===== config.mk =====
export PLATFORM = sky130hd
export DESIGN_NAME = lru_key_value_cache
export DESIGN_NICKNAME = d
export VERILOG_FILES = /design/src/lkvc_pkg.sv /design/src/lkvc_ram.sv /design/src/lkvc_scan.sv /design/src/lru_key_value_cache.sv
export SDC_FILE = /design/constraint.sdc
export NUM_CORES = 1
export LEC_CHECK = 0
export ABC_AREA = 1
export BUFFER_PORTS_ARGS = -buffer_cell sky130_fd_sc_hd__buf_2
export CORE_ASPECT_RATIO = 1.5
export CORE_UTILIZATION = 55
export DETAILED_ROUTE_END_ITERATION = 10
export GPL_ROUTABILITY_DRIVEN = 0
export PLACE_DENSITY = 0.76
export SLEW_MARGIN = 5
export SYNTH_ARGS = -nofsm -noshare
export SYNTH_HDL_FRONTEND = slang
export SYNTH_SLANG_ARGS = --single-unit

===== constraint.sdc =====
create_clock -name clk_i -period 7.2 [get_ports clk_i]
set_input_delay 1.08 -clock clk_i [delete_from_list [all_inputs] [get_ports clk_i]]
set_output_delay 1.08 -clock clk_i [all_outputs]
set_load 0.05 [all_outputs]

===== src/lkvc_pkg.sv =====
// ----------------------------------------------------------------------------
// lkvc_pkg
// shared types and constants of the lru key/value cache
// ----------------------------------------------------------------------------
package lkvc_pkg;

  localparam int unsigned DATA_W          = 32;
  localparam int unsigned CFG_W           = 5;
  localparam int unsigned MAX_ENTRIES_DEF = 16;

  localparam logic [CFG_W-1:0]  CAP_RESET  = 5'd16;
  localparam logic [DATA_W-1:0] MISS_VALUE = 32'hFFFF_FFFF;

  typedef enum logic {
    CMD_GET = 1'b0,
    CMD_PUT = 1'b1
  } cmd_e;

  typedef enum logic [2:0] {
    ST_IDLE,
    ST_SCAN,
    ST_DRAIN,
    ST_DECIDE,
    ST_SWEEP,
    ST_OUT
  } state_e;

  typedef struct packed {
    cmd_e                     cmd;
    logic signed [DATA_W-1:0] key;
    logic signed [DATA_W-1:0] value;
  } in_item_t;

  typedef struct packed {
    logic                     hit;
    logic signed [DATA_W-1:0] read_value;
    logic                     evicted;
    logic signed [DATA_W-1:0] evicted_key;
  } out_item_t;

  typedef struct packed {
    logic hit;
    logic old_found;
    logic free_found;
  } scan_status_t;

endpackage


===== src/lkvc_ram.sv =====
// ----------------------------------------------------------------------------
// lkvc_ram
// generic single write port ram with one registered read port
// ----------------------------------------------------------------------------
module lkvc_ram #(
  parameter int unsigned Width = 32,
  parameter int unsigned Depth = 16
) (
  input  logic                     clk_i,
  input  logic                     we_i,
  input  logic [$clog2(Depth)-1:0] waddr_i,
  input  logic [Width-1:0]         wdata_i,
  input  logic                     re_i,
  input  logic [$clog2(Depth)-1:0] raddr_i,
  output logic [Width-1:0]         rdata_o
);

  logic [Width-1:0] mem_q [Depth];
  logic [Width-1:0] rdata_q;

  always_ff @(posedge clk_i) begin
    if (we_i) begin
      mem_q[waddr_i] <= wdata_i;
    end
    if (re_i) begin
      rdata_q <= mem_q[raddr_i];
    end
  end

  assign rdata_o = rdata_q;

endmodule


===== src/lkvc_scan.sv =====
// ----------------------------------------------------------------------------
// lkvc_scan
// shared compare unit: takes one slot per step and tracks the key match,
// the least recent valid slot and the first free slot
// ----------------------------------------------------------------------------
module lkvc_scan #(
  parameter int unsigned MAX_ENTRIES = lkvc_pkg::MAX_ENTRIES_DEF
) (
  input  logic                                 clk_i,
  input  logic                                 rst_ni,
  input  logic                                 clear_i,
  input  logic                                 step_i,
  input  logic [$clog2(MAX_ENTRIES)-1:0]       slot_i,
  input  logic                                 slot_valid_i,
  input  logic [lkvc_pkg::DATA_W-1:0]          lookup_key_i,
  input  logic [lkvc_pkg::DATA_W-1:0]          key_i,
  input  logic [lkvc_pkg::DATA_W-1:0]          value_i,
  input  logic [$clog2(MAX_ENTRIES)-1:0]       rank_i,
  output lkvc_pkg::scan_status_t               status_o,
  output logic [$clog2(MAX_ENTRIES)-1:0]       hit_slot_o,
  output logic [$clog2(MAX_ENTRIES)-1:0]       hit_rank_o,
  output logic [lkvc_pkg::DATA_W-1:0]          hit_value_o,
  output logic [$clog2(MAX_ENTRIES)-1:0]       old_slot_o,
  output logic [lkvc_pkg::DATA_W-1:0]          old_key_o,
  output logic [$clog2(MAX_ENTRIES)-1:0]       free_slot_o
);

  localparam int unsigned IdxW = $clog2(MAX_ENTRIES);

  lkvc_pkg::scan_status_t        status_q, status_d;
  logic [IdxW-1:0]               hit_slot_q, hit_slot_d;
  logic [IdxW-1:0]               hit_rank_q, hit_rank_d;
  logic [lkvc_pkg::DATA_W-1:0]   hit_value_q, hit_value_d;
  logic [IdxW-1:0]               old_slot_q, old_slot_d;
  logic [IdxW-1:0]               old_rank_q, old_rank_d;
  logic [lkvc_pkg::DATA_W-1:0]   old_key_q, old_key_d;
  logic [IdxW-1:0]               free_slot_q, free_slot_d;
  logic                          key_eq;
  logic                          rank_gt;

  assign key_eq  = (key_i == lookup_key_i);
  assign rank_gt = (rank_i > old_rank_q);

  always_comb begin
    status_d    = status_q;
    hit_slot_d  = hit_slot_q;
    hit_rank_d  = hit_rank_q;
    hit_value_d = hit_value_q;
    old_slot_d  = old_slot_q;
    old_rank_d  = old_rank_q;
    old_key_d   = old_key_q;
    free_slot_d = free_slot_q;
    if (clear_i) begin
      status_d = '0;
    end else if (step_i) begin
      if (slot_valid_i) begin
        if (key_eq && !status_q.hit) begin
          status_d.hit = 1'b1;
          hit_slot_d   = slot_i;
          hit_rank_d   = rank_i;
          hit_value_d  = value_i;
        end
        if (!status_q.old_found || rank_gt) begin
          status_d.old_found = 1'b1;
          old_slot_d         = slot_i;
          old_rank_d         = rank_i;
          old_key_d          = key_i;
        end
      end else if (!status_q.free_found) begin
        status_d.free_found = 1'b1;
        free_slot_d         = slot_i;
      end
    end
  end

  always_ff @(posedge clk_i or negedge rst_ni) begin
    if (!rst_ni) begin
      status_q <= '0;
    end else begin
      status_q <= status_d;
    end
  end

  always_ff @(posedge clk_i) begin
    hit_slot_q  <= hit_slot_d;
    hit_rank_q  <= hit_rank_d;
    hit_value_q <= hit_value_d;
    old_slot_q  <= old_slot_d;
    old_rank_q  <= old_rank_d;
    old_key_q   <= old_key_d;
    free_slot_q <= free_slot_d;
  end

  assign status_o    = status_q;
  assign hit_slot_o  = hit_slot_q;
  assign hit_rank_o  = hit_rank_q;
  assign hit_value_o = hit_value_q;
  assign old_slot_o  = old_slot_q;
  assign old_key_o   = old_key_q;
  assign free_slot_o = free_slot_q;

endmodule


===== src/lru_key_value_cache.sv =====
// ----------------------------------------------------------------------------
// lru_key_value_cache
// fully associative key/value cache with least recently used replacement
// ----------------------------------------------------------------------------
// Items enter on in_valid_i/in_ready_o as a get or a put, results leave on
// out_valid_o/out_ready_i, one result per item, in order. cap_in_use is
// written through cfg_we_i/cfg_wdata_i; the user must write it only while
// the block is idle, which the block does not enforce. One item at a time:
// in_ready_o is high only while the sequencer is idle. A scan reads every
// slot once through the key, value and rank rams (one slot per cycle), then,
// except on a get miss, a rank sweep walks every slot again to update
// recency (one read-modify-write per cycle). The sequencer returns to idle
// as the result is registered, and the next item may then be accepted.
// The passes over the slots set how long an item takes: a get miss makes
// only the scan, a get hit or a put also the sweep.
// The result sits in an output register; the next item is accepted while it
// waits. If the receiver stalls, a finished item waits in the sequencer
// until the output register is free.
// Reset clears all valid marks, the entry count and the state machine and
// sets cap_in_use to 16; no clearing pass is needed.
// ----------------------------------------------------------------------------
module lru_key_value_cache #(
  parameter int unsigned MAX_ENTRIES = lkvc_pkg::MAX_ENTRIES_DEF
) (
  input  logic                         clk_i,
  input  logic                         rst_ni,
  input  logic                         in_valid_i,
  output logic                         in_ready_o,
  input  lkvc_pkg::in_item_t           in_item_i,
  output logic                         out_valid_o,
  input  logic                         out_ready_i,
  output lkvc_pkg::out_item_t          out_item_o,
  input  logic                         cfg_we_i,
  input  logic [lkvc_pkg::CFG_W-1:0]   cfg_wdata_i
);

  localparam int unsigned IdxW = $clog2(MAX_ENTRIES);
  localparam int unsigned CntW = $clog2(MAX_ENTRIES + 1);
  localparam int unsigned CapW = (CntW > lkvc_pkg::CFG_W) ? CntW : lkvc_pkg::CFG_W;
  localparam int unsigned DW   = lkvc_pkg::DATA_W;
  localparam logic [IdxW-1:0] LastIdx = IdxW'(MAX_ENTRIES - 1);

  lkvc_pkg::state_e             state_q, state_d;
  lkvc_pkg::in_item_t           item_q, item_d;
  lkvc_pkg::out_item_t          res_q, res_d;
  lkvc_pkg::out_item_t          out_item_q, out_item_d;
  logic                         out_valid_q, out_valid_d;
  logic [lkvc_pkg::CFG_W-1:0]   cap_q;
  logic [MAX_ENTRIES-1:0]       valid_q, valid_d;
  logic [CntW-1:0]              count_q, count_d;
  logic [IdxW-1:0]              idx_q, idx_d;
  logic [IdxW-1:0]              pipe_idx_q;
  logic                         scan_step_q, sweep_step_q;
  logic                         scan_issue, sweep_issue, scan_clear;
  logic [IdxW-1:0]              target_q, target_d;
  logic [IdxW-1:0]              thr_q, thr_d;
  logic                         all_q, all_d;

  logic                         kv_we;
  logic [IdxW-1:0]              kv_waddr;
  logic [DW-1:0]                key_rdata, value_rdata;
  logic                         rank_we, rank_re;
  logic [IdxW-1:0]              rank_wdata, rank_rdata;

  lkvc_pkg::scan_status_t       status;
  logic [IdxW-1:0]              hit_slot, hit_rank, old_slot, free_slot;
  logic [DW-1:0]                hit_value, old_key;

  logic [CapW-1:0]              cap_ext, eff_cap;
  logic                         full;
  logic                         evict, insert;
  logic [IdxW-1:0]              new_slot;

  // effective capacity
  always_comb begin
    cap_ext = CapW'(cap_q);
    if (cap_q == '0) begin
      eff_cap = CapW'(1);
    end else if (cap_ext > CapW'(MAX_ENTRIES)) begin
      eff_cap = CapW'(MAX_ENTRIES);
    end else begin
      eff_cap = cap_ext;
    end
  end

  assign full   = (CapW'(count_q) >= eff_cap);
  assign evict  = full && status.old_found;
  assign insert = evict || status.free_found;

  always_comb begin
    if (evict) begin
      new_slot = (status.free_found && (free_slot < old_slot)) ? free_slot : old_slot;
    end else begin
      new_slot = free_slot;
    end
  end

  // sequencer
  always_comb begin
    state_d     = state_q;
    item_d      = item_q;
    res_d       = res_q;
    valid_d     = valid_q;
    count_d     = count_q;
    idx_d       = idx_q;
    target_d    = target_q;
    thr_d       = thr_q;
    all_d       = all_q;
    scan_issue  = 1'b0;
    sweep_issue = 1'b0;
    scan_clear  = 1'b0;
    kv_we       = 1'b0;
    kv_waddr    = hit_slot;
    out_valid_d = out_valid_q && !out_ready_i;
    out_item_d  = out_item_q;
    in_ready_o  = (state_q == lkvc_pkg::ST_IDLE);

    case (state_q)
      lkvc_pkg::ST_IDLE: begin
        if (in_valid_i) begin
          item_d     = in_item_i;
          idx_d      = '0;
          scan_clear = 1'b1;
          state_d    = lkvc_pkg::ST_SCAN;
        end
      end
      lkvc_pkg::ST_SCAN: begin
        scan_issue = 1'b1;
        if (idx_q == LastIdx) begin
          state_d = lkvc_pkg::ST_DRAIN;
        end else begin
          idx_d = idx_q + 1'b1;
        end
      end
      lkvc_pkg::ST_DRAIN: begin
        state_d = lkvc_pkg::ST_DECIDE;
      end
      lkvc_pkg::ST_DECIDE: begin
        idx_d                = '0;
        res_d.hit            = status.hit;
        res_d.read_value     = lkvc_pkg::MISS_VALUE;
        res_d.evicted        = 1'b0;
        res_d.evicted_key    = '0;
        target_d             = hit_slot;
        thr_d                = hit_rank;
        all_d                = 1'b0;
        if (item_q.cmd == lkvc_pkg::CMD_GET) begin
          if (status.hit) begin
            res_d.read_value = hit_value;
            state_d          = lkvc_pkg::ST_SWEEP;
          end else begin
            state_d = lkvc_pkg::ST_OUT;
          end
        end else if (status.hit) begin
          kv_we    = 1'b1;
          kv_waddr = hit_slot;
          state_d  = lkvc_pkg::ST_SWEEP;
        end else begin
          res_d.evicted = evict;
          if (evict) begin
            res_d.evicted_key = old_key;
            valid_d[old_slot] = 1'b0;
          end
          if (insert) begin
            kv_we             = 1'b1;
            kv_waddr          = new_slot;
            valid_d[new_slot] = 1'b1;
            target_d          = new_slot;
            all_d             = 1'b1;
            state_d           = lkvc_pkg::ST_SWEEP;
          end else begin
            state_d = lkvc_pkg::ST_OUT;
          end
          count_d = count_q - CntW'(evict) + CntW'(insert);
        end
      end
      lkvc_pkg::ST_SWEEP: begin
        sweep_issue = 1'b1;
        if (idx_q == LastIdx) begin
          state_d = lkvc_pkg::ST_OUT;
        end else begin
          idx_d = idx_q + 1'b1;
        end
      end
      lkvc_pkg::ST_OUT: begin
        if (!out_valid_q || out_ready_i) begin
          out_valid_d = 1'b1;
          out_item_d  = res_q;
          state_d     = lkvc_pkg::ST_IDLE;
        end
      end
      default: begin
        state_d = lkvc_pkg::ST_IDLE;
      end
    endcase
  end

  always_ff @(posedge clk_i or negedge rst_ni) begin
    if (!rst_ni) begin
      state_q      <= lkvc_pkg::ST_IDLE;
      out_valid_q  <= 1'b0;
      cap_q        <= lkvc_pkg::CAP_RESET;
      valid_q      <= '0;
      count_q      <= '0;
      idx_q        <= '0;
      scan_step_q  <= 1'b0;
      sweep_step_q <= 1'b0;
    end else begin
      state_q      <= state_d;
      out_valid_q  <= out_valid_d;
      valid_q      <= valid_d;
      count_q      <= count_d;
      idx_q        <= idx_d;
      scan_step_q  <= scan_issue;
      sweep_step_q <= sweep_issue;
      if (cfg_we_i) begin
        cap_q <= cfg_wdata_i;
      end
    end
  end

  always_ff @(posedge clk_i) begin
    item_q     <= item_d;
    res_q      <= res_d;
    out_item_q <= out_item_d;
    pipe_idx_q <= idx_q;
    target_q   <= target_d;
    thr_q      <= thr_d;
    all_q      <= all_d;
  end

  // rank update on read data of the sweep
  always_comb begin
    rank_re    = scan_issue || sweep_issue;
    rank_we    = 1'b0;
    rank_wdata = rank_rdata + 1'b1;
    if (sweep_step_q) begin
      if (pipe_idx_q == target_q) begin
        rank_we    = 1'b1;
        rank_wdata = '0;
      end else if (valid_q[pipe_idx_q] && (all_q || (rank_rdata < thr_q))) begin
        rank_we = 1'b1;
      end
    end
  end

  lkvc_ram #(
    .Width (DW),
    .Depth (MAX_ENTRIES)
  ) u_key_ram (
    .clk_i   (clk_i),
    .we_i    (kv_we),
    .waddr_i (kv_waddr),
    .wdata_i (item_q.key),
    .re_i    (scan_issue),
    .raddr_i (idx_q),
    .rdata_o (key_rdata)
  );

  lkvc_ram #(
    .Width (DW),
    .Depth (MAX_ENTRIES)
  ) u_value_ram (
    .clk_i   (clk_i),
    .we_i    (kv_we),
    .waddr_i (kv_waddr),
    .wdata_i (item_q.value),
    .re_i    (scan_issue),
    .raddr_i (idx_q),
    .rdata_o (value_rdata)
  );

  lkvc_ram #(
    .Width (IdxW),
    .Depth (MAX_ENTRIES)
  ) u_rank_ram (
    .clk_i   (clk_i),
    .we_i    (rank_we),
    .waddr_i (pipe_idx_q),
    .wdata_i (rank_wdata),
    .re_i    (rank_re),
    .raddr_i (idx_q),
    .rdata_o (rank_rdata)
  );

  lkvc_scan #(
    .MAX_ENTRIES (MAX_ENTRIES)
  ) u_scan (
    .clk_i        (clk_i),
    .rst_ni       (rst_ni),
    .clear_i      (scan_clear),
    .step_i       (scan_step_q),
    .slot_i       (pipe_idx_q),
    .slot_valid_i (valid_q[pipe_idx_q]),
    .lookup_key_i (item_q.key),
    .key_i        (key_rdata),
    .value_i      (value_rdata),
    .rank_i       (rank_rdata),
    .status_o     (status),
    .hit_slot_o   (hit_slot),
    .hit_rank_o   (hit_rank),
    .hit_value_o  (hit_value),
    .old_slot_o   (old_slot),
    .old_key_o    (old_key),
    .free_slot_o  (free_slot)
  );

  assign out_valid_o = out_valid_q;
  assign out_item_o  = out_item_q;

  a_count_bound: assert property (@(posedge clk_i) disable iff (!rst_ni)
    count_q <= CntW'(MAX_ENTRIES))
    else $error("entry count above slot count");

  a_count_matches_valid: assert property (@(posedge clk_i) disable iff (!rst_ni)
    count_q == CntW'($countones(valid_q)))
    else $error("entry count differs from valid marks");

  a_put_miss_has_room: assert property (@(posedge clk_i) disable iff (!rst_ni)
    (state_q == lkvc_pkg::ST_DECIDE) && (item_q.cmd == lkvc_pkg::CMD_PUT) && !status.hit
    |-> (status.free_found || status.old_found))
    else $error("put of a new key found neither a free nor an oldest slot");

  a_result_from_out_state: assert property (@(posedge clk_i) disable iff (!rst_ni)
    $rose(out_valid_q) |-> $past(state_q == lkvc_pkg::ST_OUT))
    else $error("result raised outside the output state");

endmodule

==> Word level (Yosys, flattened, before mapping) <==
Memories as Yosys holds them, arrays and structs flattened. A register that Yosys moved wholly into a read port is not among the register bits.
Index checks and enable logic that the tools add are counted.
{ "classes": {"shift": 0, "div_mod_pow": 0, "mux": 56, "n_mul": 0, "bitwise": 9, "n_reduce_logical": 38, "n_lt_le_gt_ge": 10, "eq_ne": 14, "n_addsub": 4} }
{ "op_table": {"columns": ["cell", "n"], "rows": [
  ["two-way mux 16 bit", 5],
  ["two-way mux 4 bit", 10],
  ["equality test 32 bit", 1],
  ["two-way mux 1 bit", 27],
  ["two-way mux 3 bit", 6],
  ["case mux 3 bit (6 select lines)", 1],
  ["AND 16 bit", 1],
  ["NOT 16 bit", 1],
  ["bitwise OR 16 bit", 1],
  ["AND reduction 4 bit", 4],
  ["less-than comparator 4 x 5 -> 1 bit, second input constant", 3],
  ["!= test 2 bit, second input constant", 6],
  ["case mux 4 bit (3 select lines)", 1],
  ["AND reduction 3 bit", 4],
  ["two-way mux 5 bit", 2],
  ["adder 4 x 1 -> 4 bit, second input constant", 2],
  ["demux 1 bit (select 4 bit)", 2],
  [">= comparator 4 x 1 -> 1 bit, second input constant", 2],
  ["less-than comparator 4 bit", 2],
  ["nonzero test 2 bit", 4],
  ["logical AND 1 bit", 7],
  ["equality test 3 x 2 -> 1 bit, second input constant", 2],
  ["equality test 3 bit, second input constant", 2],
  ["NOT 1 bit", 6],
  ["other kinds (18)", 29]
]} }
{ "word_totals": {"ramBits": 1088, "latchBits": 0, "rom_bits": 0, "inputBits": 75, "ff_bits": 333, "n_memories": 3} }
{ "mem_list": {"columns": ["name", "depth", "word_bits", "rd", "rd_clocked_by_memory_dff", "write_ports", "line_no", "rtl"], "rows": [
  ["u_key_ram.mem_q", 16, 32, 1, 1, 1, "lkvc_ram.sv:18", "logic [Width-1:0] mem_q [Depth];"],
  ["u_value_ram.mem_q", 16, 32, 1, 1, 1, "lkvc_ram.sv:18", null],
  ["u_rank_ram.mem_q", 16, 4, 1, 1, 1, "lkvc_ram.sv:18", null]
]} }

==> Logic depth before layout (Yosys ltp) <==
Gate-level depths: netlist of run 1.
{ "depth": {"word_depth": 12, "depth_mapped": 20, "depth_no_buf": 20} }

==> Cells and area by module <==
Synthesis of run 1 repeated with hierarchy kept, for this count alone.
{ "unflattened": {"hier_cells": 5546, "area_unflattened_um2": 62082.0} }
{ "modules_own_cells": {"columns": ["module", "n_inst", "area_each_um2", "cells_each"], "rows": [
  ["lkvc_ram at u_key_ram", 1, 23065.9, 2122],
  ["lkvc_ram at u_value_ram", 1, 23050.9, 2120],
  ["lru_key_value_cache", 1, 9580.4, 750],
  ["lkvc_scan", 1, 3378.2, 264],
  ["lkvc_ram at u_rank_ram", 1, 3006.6, 290]
]} }

==> Worst setup path after synthesis of run 1 <==
Ideal clock, no wire load.
{ "synth_path": {"kind": "reg2reg", "startpoint": "register state_q[2]", "endpoint": "memory u_key_ram.mem_q[11][0], enable pin", "setup_slack_ns": 0.553, "t_arrival_ns": 6.161, "stages_incl_launch_ff": 11, "setup_time_ns": 0.486, "synth_period_minus_slack_ns": 6.647, "path_buffers": 1, "path_cell_list": "dfrtp_1 -> nor2_2 -> inv_2 -> nor2_8 -> nand2_4 -> inv_4 -> buf_6 -> nand2_1 -> o21ai_2 -> nand3_2 -> nor2_1"} }
{ "synth_between": {"elab_chain_len": 4} }
{ "synth_lines": {"columns": ["item", "line_no", "rtl"], "rows": [
  ["start: declaration", "lru_key_value_cache.sv:43", "lkvc_pkg::state_e state_q, state_d;"],
  ["start signal: assignment", "lru_key_value_cache.sv:200", "state_q <= lkvc_pkg::ST_IDLE;"],
  ["start signal: assignment", "lru_key_value_cache.sv:209", "state_q <= state_d;"],
  ["equality test 3 x 2 -> 1 bit (*)", "lru_key_value_cache.sv:118", "case (state_q)"],
  ["two-way mux 1 bit", "lru_key_value_cache.sv:118", null],
  ["two-way mux 1 bit", "lkvc_ram.sv:22", "if (we_i) begin"],
  ["two-way mux 1 bit (not written as such)", "lkvc_ram.sv:23", "mem_q[waddr_i] <= wdata_i;"],
  ["end: declaration", "lkvc_ram.sv:18", null]
]} }
Every way passes the cells marked *; elsewhere a longest branch is shown, timed or not.

==> Worst setup path in the final report of run 1 <==
{ "layout_path": {"startpoint": "register cap_q, in the netlist cap_ext[3]", "endpoint": "memory u_value_ram.mem_q[5][0], enable pin"} }
{ "layout_between": {"elab_chain_len": 12} }
{ "layout_lines": {"columns": ["item", "line_no", "rtl"], "rows": [
  ["start: declaration", "lru_key_value_cache.sv:48", "logic [lkvc_pkg::CFG_W-1:0] cap_q;"],
  ["start signal: assignment", "lru_key_value_cache.sv:202", "cap_q <= lkvc_pkg::CAP_RESET;"],
  ["start signal: assignment", "lru_key_value_cache.sv:217", "cap_q <= cfg_wdata_i;"],
  ["greater-than comparator 5 bit", "lru_key_value_cache.sv:79", "end else if (cap_ext > CapW'(MAX_ENTRIES)) begin"],
  ["two-way mux 5 bit", "lru_key_value_cache.sv:79", null],
  ["two-way mux 5 bit (*)", "lru_key_value_cache.sv:77", "if (cap_q == '0) begin"],
  [">= comparator 5 bit (*)", "lru_key_value_cache.sv:86", "assign full = (CapW'(count_q) >= eff_cap);"],
  ["logical AND 1 bit (*)", "lru_key_value_cache.sv:87", "assign evict = full && status.old_found;"],
  ["logical OR 1 bit", "lru_key_value_cache.sv:88", "assign insert = evict || status.free_found;"],
  ["two-way mux 1 bit", "lru_key_value_cache.sv:164", "if (insert) begin"],
  ["two-way mux 1 bit", "lru_key_value_cache.sv:154", "end else if (status.hit) begin"],
  ["two-way mux 1 bit", "lru_key_value_cache.sv:147", "if (item_q.cmd == lkvc_pkg::CMD_GET) begin"],
  ["two-way mux 1 bit", "lru_key_value_cache.sv:118", null],
  ["two-way mux 1 bit", "lkvc_ram.sv:22", null],
  ["two-way mux 1 bit (not written as such)", "lkvc_ram.sv:23", null],
  ["end: declaration", "lkvc_ram.sv:18", null]
]} }
Marks and branches as above.

==> run metrics, run 1 <==
status=complete, no violations; Max Clk Rate=about 230 MHz; # Max-Cap Violations=0; crit-path most repeated cell=nand2_1; max incr delay on CP=1.09 ns; met2 WL=roughly 66000 um; # IOs=143; Levels on crit path=19; setup violators final=0; Final Core Density=61.67%; Pwr Density=about 370 nW/um^2; Worst Path Max Fanout=29; ratio of cells with drive above 1 in the final layout=11.02%; fin nets=between 4000 and 5000; core footprint=approximately 100000 um^2; unrepaired setup endpoints after global routing=false; Final WS setup=around 2.8 ns; All-Layer GR Usage=between 20% and 30%; Post-synth EDFFs=between 1000 and 1500; Max Clock Skew=0.04113 ns; Syn Area/Cell=roughly 15 um^2; first-pass GRT wire length=between 150000 and 200000 um; vias in the first global route=approximately 32000; clk slew on worst S/H paths=about 0.060 ns; routed wl met3=10420 um; post-place setup slack=2.860 ns; wire per inst=23.33 um; Mapped Nets=4028; initial drt markers=around 3500; TritonCTS clock tree=yes; final WL=about 130000 um; hold depth=0; Slew headroom=11.29%; P_leak=approximately 22 nW; Layout area overhead=10.75%; via-per-instance ratio=~5.9; hold slack=0.4082 ns; Slew @ Worst Pin=1.327 ns; Setup crit start kind=register; largest net degree at the start of global routing=approximately 190; Cell variety after synth=roughly 50; Die X=~270 um; CTS HTree Levels=4; Hold Path Class=register to register; Slew Limit Fails=0; Yosys reg bits=~1500; worst-skew pair later-pin latency=0.77 ns; Setup TNS=0 ns; Seq/Total Area, Yosys=roughly three quarters; grt ovf=0; Slowest cell on crit path=nor2_4; post_cts resized=0; reg2reg path depth=19; post-CTS setup repair buffer count=0; Post-DRT Antenna Nets=0; critical path required time=7.60 ns; Synth Flop Type=edfxtp_1; post-synthesis async set-or-reset flop share=under 10%; clk root buf=clkbuf_16; IO Port Bufs=between 100 and 150; mapped cell area=around 60000 um^2; Met1 Wirelength=roughly 49000 um; crit-path cells=inv_1 > nand4_1 > nand2_1 > nand2_1 > ha_1 > nand2_1 > nand2_1 > nand2_1 > nand3_4 > nand2_4 > nand2_4 > nand2_4 > inv_4 > nor2_1 > inv_1 > nand2_1 > nand2_1 > nor2_4 > buf_4; first-pass iteration count of the detailed router=5; via count=32630; full die area=roughly 110000 um^2; DPL Wire Length=just over 70000 um; Syn. warnings=0; CTS Buf Count=around 140; clock sinks=~1500; CP bufs+invs=4; Final Hold Vio Count=0; Initial Util=between 50 and 60%; Longest Clk Path Bufs=3; Setup Crit Path Kind=register to register; antenna violations before repair=5; minimum clock period=approximately 4.4 ns; post-route clock period utilization=between 60% and 70%; worst reg2reg setup slack=~2.8 ns; hold buffers post-CTS=0; Mapped Cells=roughly 3900; Peak VDD IR=between 300 and 400 uV; die height=between 400 and 500 um; Rows=145; crit end category=register; CP Data Arrival Time=4.77 ns; Top delay family on crit path=simple AND/OR/NAND/NOR gates; DRC=0; top routing layer used=met5
-- logic make-up (layout without fill, tap and decap cells) --
| kind of cell | count (synthesis) | count (layout) | synth area share [%] |
|---|---|---|---|
| AND/OR/NAND/NOR | 486 | 486 | 3.626 |
| flip-flops | 1489 | 1489 | 76.31 |
| other | 1 | 3 | 0.006434 |
| adder cells (fa/ha/maj) | 23 | 23 | 0.5066 |
| XOR/XNOR | 18 | 18 | 0.2705 |
| AO/OA/AOI/OAI | 987 | 987 | 9.757 |
| multiplexers | 272 | 272 | 4.671 |
| buffers and inverters | 654 | 889 | 4.851 |
-- worst paths after layout --
check / from / endpoint
hold / removal: res_q[52]$_SDFFCE_PP1P_ / out_item_o[52]$_DFFE_PP_
setup reg to reg: cap_ext[3]$_DFFE_PN0P_ / u_value_ram.mem_q[5][0]$_DFFE_PP_
min in group asynchronous: rst_ni / count_q[2]$_DFFE_PN0P_
setup / recovery: cap_ext[3]$_DFFE_PN0P_ / u_value_ram.mem_q[5][0]$_DFFE_PP_
hold reg to reg: res_q[52]$_SDFFCE_PP1P_ / out_item_o[52]$_DFFE_PP_
max in group asynchronous: rst_ni / idx_q[3]$_DFFE_PN0P_
-- placed cells by master, fill, tap and decap left out, drive strengths merged, types with 3 or more instances in the layout --
| cell | count |
|---|---|
| clkbuf | 168 |
| nand3 | 77 |
| edfxtp | 1446 |
| o211ai | 272 |
| clkinv | 57 |
| bufinv | 10 |
| xor2 | 15 |
| o21ai | 411 |
| nor3 | 5 |
| buf | 196 |
| nand2 | 268 |
| xnor2 | 3 |
| ha | 22 |
| dfxtp | 4 |
| inv | 453 |
| dfrtp | 38 |
| nand4 | 13 |
| o31ai | 6 |
| clkinvlp | 5 |
| o22ai | 8 |
| a21oi | 286 |
| mux2i | 272 |
| nor2 | 118 |
-- state kept, by name, indices dropped and copies added (netlist names), 4 cells and up --
name,count
u_value_ram.rdata_o,32
res_q,66
valid_q,16
cap_ext,5
u_key_ram.mem_q,512
u_value_ram.mem_q,512
thr_q,4
idx_q,4
u_scan.hit_slot_o,4
u_rank_ram.rdata_o,4
u_key_ram.rdata_o,32
target_q,4
u_scan.old_slot_o,4
count_q,5
out_item_o,66
pipe_idx_q,4
item_q,65
u_scan.hit_value_o,32
u_scan.free_slot_o,4
u_scan.old_rank_q,4
u_scan.hit_rank_o,4
u_scan.old_key_o,32
u_rank_ram.mem_q,64
-- Yosys cell counts (2+ instances only) --
master    number  share of area (%)
edfxtp_1    1446                 74
inv_1        438                2.8
o21ai_0      341                2.9
a21oi_1      283                2.4
mux2i_1      272                4.7
o211ai_1     272                3.5
nand2_1      259                1.7
clkbuf_1     124               0.80
nor2_1       101               0.65
nand3_1       73               0.63
o21ai_1       67               0.58
dfrtp_1       38                1.6
buf_6         37               0.71
ha_1          22               0.47
buf_2         17               0.15
buf_1         15              0.097
nor2_2        15               0.16
xor2_1        15               0.23
nand4_1       13               0.14
buf_4         10               0.13
inv_2          8              0.052
o22ai_1        8              0.086
nand2_2        6              0.064
o31ai_1        6              0.077
nor3_1         5              0.043
dfxtp_1        4               0.14
a21oi_2        3              0.045
buf_8          3              0.077
nand2_4        3              0.058
xnor2_1        3              0.045
nand3_2        2              0.034
nand3_4        2              0.060
nor4_1         2              0.021
o21ai_2        2              0.030
-- through the flow --
step           area, um^2  power (mW)  cells
2_1_floorplan       58290       15.12   3930
3_3_place_gp        60240       16.61   5316
3_5_place_dp        60240       16.75   5316
4_1_cts             64550       23.72   5561
5_1_grt             64550       24.60   5561
6_report            64550       23.65   5563
-- final cells by class --
| type | count | area (um^2) |
|---|---|---|
| antenna | 2 | 5.005 |
| sequential | 1489 | 44490 |
| timing repair buffer | 196 | 1166 |
| clock inverter | 77 | 770.7 |
| clock buffer | 168 | 3543 |
| tap | 1396 | 1747 |
| inverter | 448 | 1697 |
| multi-input combinational | 1787 | 11130 |
| fill | 7429 | 40130 |
-- layer usage --
layer	global-route usage [%]	vias up
li1	-	14730
met1	31.06	16150
met2	41.50	1463
met3	4.556	293
met4	9.373	4
met5	0	-
-- report_power, final --
part,switching [mW],internal (mW)
Clock,3.13,3.90
Combinational,3.73,1.68
Sequential,0.691,10.5
-- worst register-to-register path: cells and delay by family, from the launching register on --
| family | cells | cell delay (ns) |
|---|---|---|
| adders and majority gates | 1 | 0.29 |
| buffers and inverters | 4 | 0.80 |
| DFF | 1 | 0.38 |
| and+or+nand+nor | 14 | 2.53 |
(Power assumes the default switching activity.)
==> run 2, diff against run 1 <==
Settings changed: PLACE_DENSITY 0.76 to 0.78.
Clock period 7.2 ns to 3.5 ns, I/O delays scaled along.
==> run 2 against run 1 <==
Effect of this change: sequential share of layout area down 1.7 points; flip-flop and latch count is the same; via count rose by 2.2%; final area increased by 2.5%; non-clock buffer count rose by 123; cell count rose by 2.0%; fmax increased by 36%; global-route usage grew 0.15 points; first-iteration DRC count increased by 11%; critical endpoint is now u_key_ram.mem_q[8][9]$_DFFE_PP_.
==> run metrics, run 2 (synthesized netlist as in run 1, its figures left out) <==
FILL cells=7161 (-3.6%); CTS Buf Count=131 (-3.0%); minimum clock period=3.205 ns (-1.167 ns); largest net degree at the start of global routing=129 (-30%); fin nets=4274 (+2.9%); Setup TNS=0 ns (unchanged); Rows=145 (unchanged); unrepaired setup endpoints after global routing=false; Placed Cells=5371 (+1.0%); Peak VDD IR=563.9 uV (+65%); Final WS setup=0.2946 ns (-2.533 ns); Hold Path Class=input pin to register; ratio of cells with drive above 1 in the final layout=12.10% (+1.1 points); final WL=130900 um (+0.82%); total power=48.90 mW (+110%); Initial Util=55.68% (unchanged); crit path to=u_key_ram.mem_q[8][9]$_DFFE_PP_; worst reg2reg setup slack=0.29 ns (-2.53 ns); Die X=267.8 um (unchanged); Worst Path Max Fanout=34 (+17%); Layout area overhead=13.47%; clk slew on worst S/H paths=0.06 ns (about the same); IO Port Bufs=142 (unchanged); Final Non-Filler Cells=5677 (+2.0%); worst-skew pair later-pin latency=0.76 ns (about the same); CP Data Arrival Time=3.63 ns (-1.14 ns); commonest non-fill, non-tap cells in the layout=1446 x edfxtp_1, 436 x inv_1, 341 x o21ai_0, 283 x a21oi_1; hold slack=0.04102 ns (-0.3672 ns); via-per-instance ratio=5.875 (+0.14%); DPL Wire Length=76710 um (+5.6%); reg2reg path depth=19 (unchanged); Max Clk Rate=312.0 MHz (+36%); first-pass GRT wire length=195700 um (+0.71%); Slew Limit Fails=0 (unchanged); Slew headroom=21.69% (+10 points); die height=400.7 um (unchanged); clk root buf=clkbuf_16; Setup crit start kind=register; post-route clock period utilization=91.58% (+31 points); # IOs=143 (unchanged); TritonCTS clock tree=yes; critical path required time=3.93 ns (-3.67 ns); DRC=0 (unchanged); Max Clock Skew=0.03283 ns (-0.008295 ns); full die area=107300 um^2 (unchanged); via count=33350 (+2.2%); Post-DRT Antenna Nets=0 (unchanged); post-place setup slack=0.2341 ns (-2.626 ns); reg2reg start=cap_ext[3]$_DFFE_PN0P_; P_leak=22.95 nW (+2.9%); Slew @ Worst Pin=1.175 ns (-0.1528 ns); setup violators final=0 (unchanged); Pwr Density=739.3 nW/um^2 (+100%); status=complete, no violations; Longest Clk Path Bufs=3 (unchanged); wire per inst=23.05 um (-1.2%); CP Launch Point=cap_ext[3]$_DFFE_PN0P_; initial drt markers=3912 (+11%); clock sinks=1489 (unchanged); grt ovf=0 (unchanged); Final Hold Vio Count=0 (unchanged); core footprint=104700 um^2 (unchanged); most common library cell in the layout ignoring fill and taps=edfxtp_1; All-Layer GR Usage=24.59% (+0.15 points); first-pass iteration count of the detailed router=6 (+1); R2R Path End=u_key_ram.mem_q[8][9]$_DFFE_PP_; largest registers=u_key_ram.mem_q: 512 flops, u_value_ram.mem_q: 512 flops; crit end category=register; # Max-Cap Violations=0 (unchanged); CTS HTree Levels=4 (unchanged); Setup Crit Path Kind=register to register; antenna violations before repair=2 (-3); vias in the first global route=32780 (+1.1%)
-- run 2: per-stage QoR --
step | utilization, % | area [um^2]
after global placement | 58.54 | 61280
final | 63.18 | 66140
after floorplan | - | 58450
after global routing | 63.18 | 66140
after CTS | 63.15 | 66100
after detailed placement | 58.54 | 61280
-- run 2: power by group --
| group | switching, mW | total [mW] | internal (mW) |
|---|---|---|---|
| sequential | 1.23 | 22.9 | 21.6 |
| clock | 6.25 | 14.0 | 7.78 |
| combinational | 8.16 | 12.0 | 3.83 |
| total | 15.6 | 48.9 | 33.3 |
-- run 2: cell type report --
cell class | instances | area, um^2 | area share (%)
repair buffers | 319 | 2855 | 4.317
well taps | 1396 | 1747 | 2.641
inverters | 448 | 1698 | 2.567
diodes | 1 | 2.502 | 0.003784
multi-input cells | 1787 | 11180 | 16.90
clock inverters | 69 | 644.4 | 0.9743
flip-flops and latches | 1489 | 44490 | 67.27
clock buffers | 168 | 3522 | 5.325
-- run 2: worst min path at each step --
stage                                            startpoint                               end  cells past startpoint  slack, ns
after floorplan                                      rst_ni            cap_ext[0]$_DFFE_PN0P_                      0       0.23
after global placement    u_value_ram.rdata_o[13]$_DFFE_PP_  u_scan.hit_value_o[13]$_DFFE_PP_                      0       0.40
after detailed placement            res_q[35]$_SDFFCE_PP1P_          out_item_o[35]$_DFFE_PP_                      0       0.40
after CTS                                    cfg_wdata_i[0]            cap_ext[0]$_DFFE_PN0P_                      3     0.0001
after global routing                         cfg_wdata_i[0]            cap_ext[0]$_DFFE_PN0P_                      3       0.03
final                                        cfg_wdata_i[0]            cap_ext[0]$_DFFE_PN0P_                      3       0.04
-- run 2: timing repair --
action                     CTS  global route
hold endpoints to repair   103             0
setup endpoints to repair    0           127
hold buffers                66             0
setup buffers                0             2
resized for setup            0             1
-- run 2: worst max-delay path, stage by stage (launching register included) --
cell and delay, ns:
dfrtp_1 0.38, inv_1 0.07, nand4_1 0.11, nand2_1 0.11, nand2_1 0.08, ha_1 0.27, nand2_1 0.08, inv_1 0.04
nand2_1 0.10, nand3_4 0.16, nand2_4 0.15, nand2_4 0.08, nand2_4 0.08, inv_4 0.07, nand2_1 0.11, nand2_2 0.13
nor2_2 0.16, nand2_2 0.17, nor2_4 0.21, buf_12 0.28
-- run 2: routing by layer --
| metal | global-route usage, % | vias to the layer above | routed length [um] |
|---|---|---|---|
| li1 | - | 14980 | - |
| met1 | 32.88 | 16420 | 50390 |
| met2 | 40.26 | 1690 | 64600 |
| met3 | 4.439 | 264 | 11520 |
| met4 | 9.173 | 0 | 4338 |
| met5 | 0 | - | 0 |
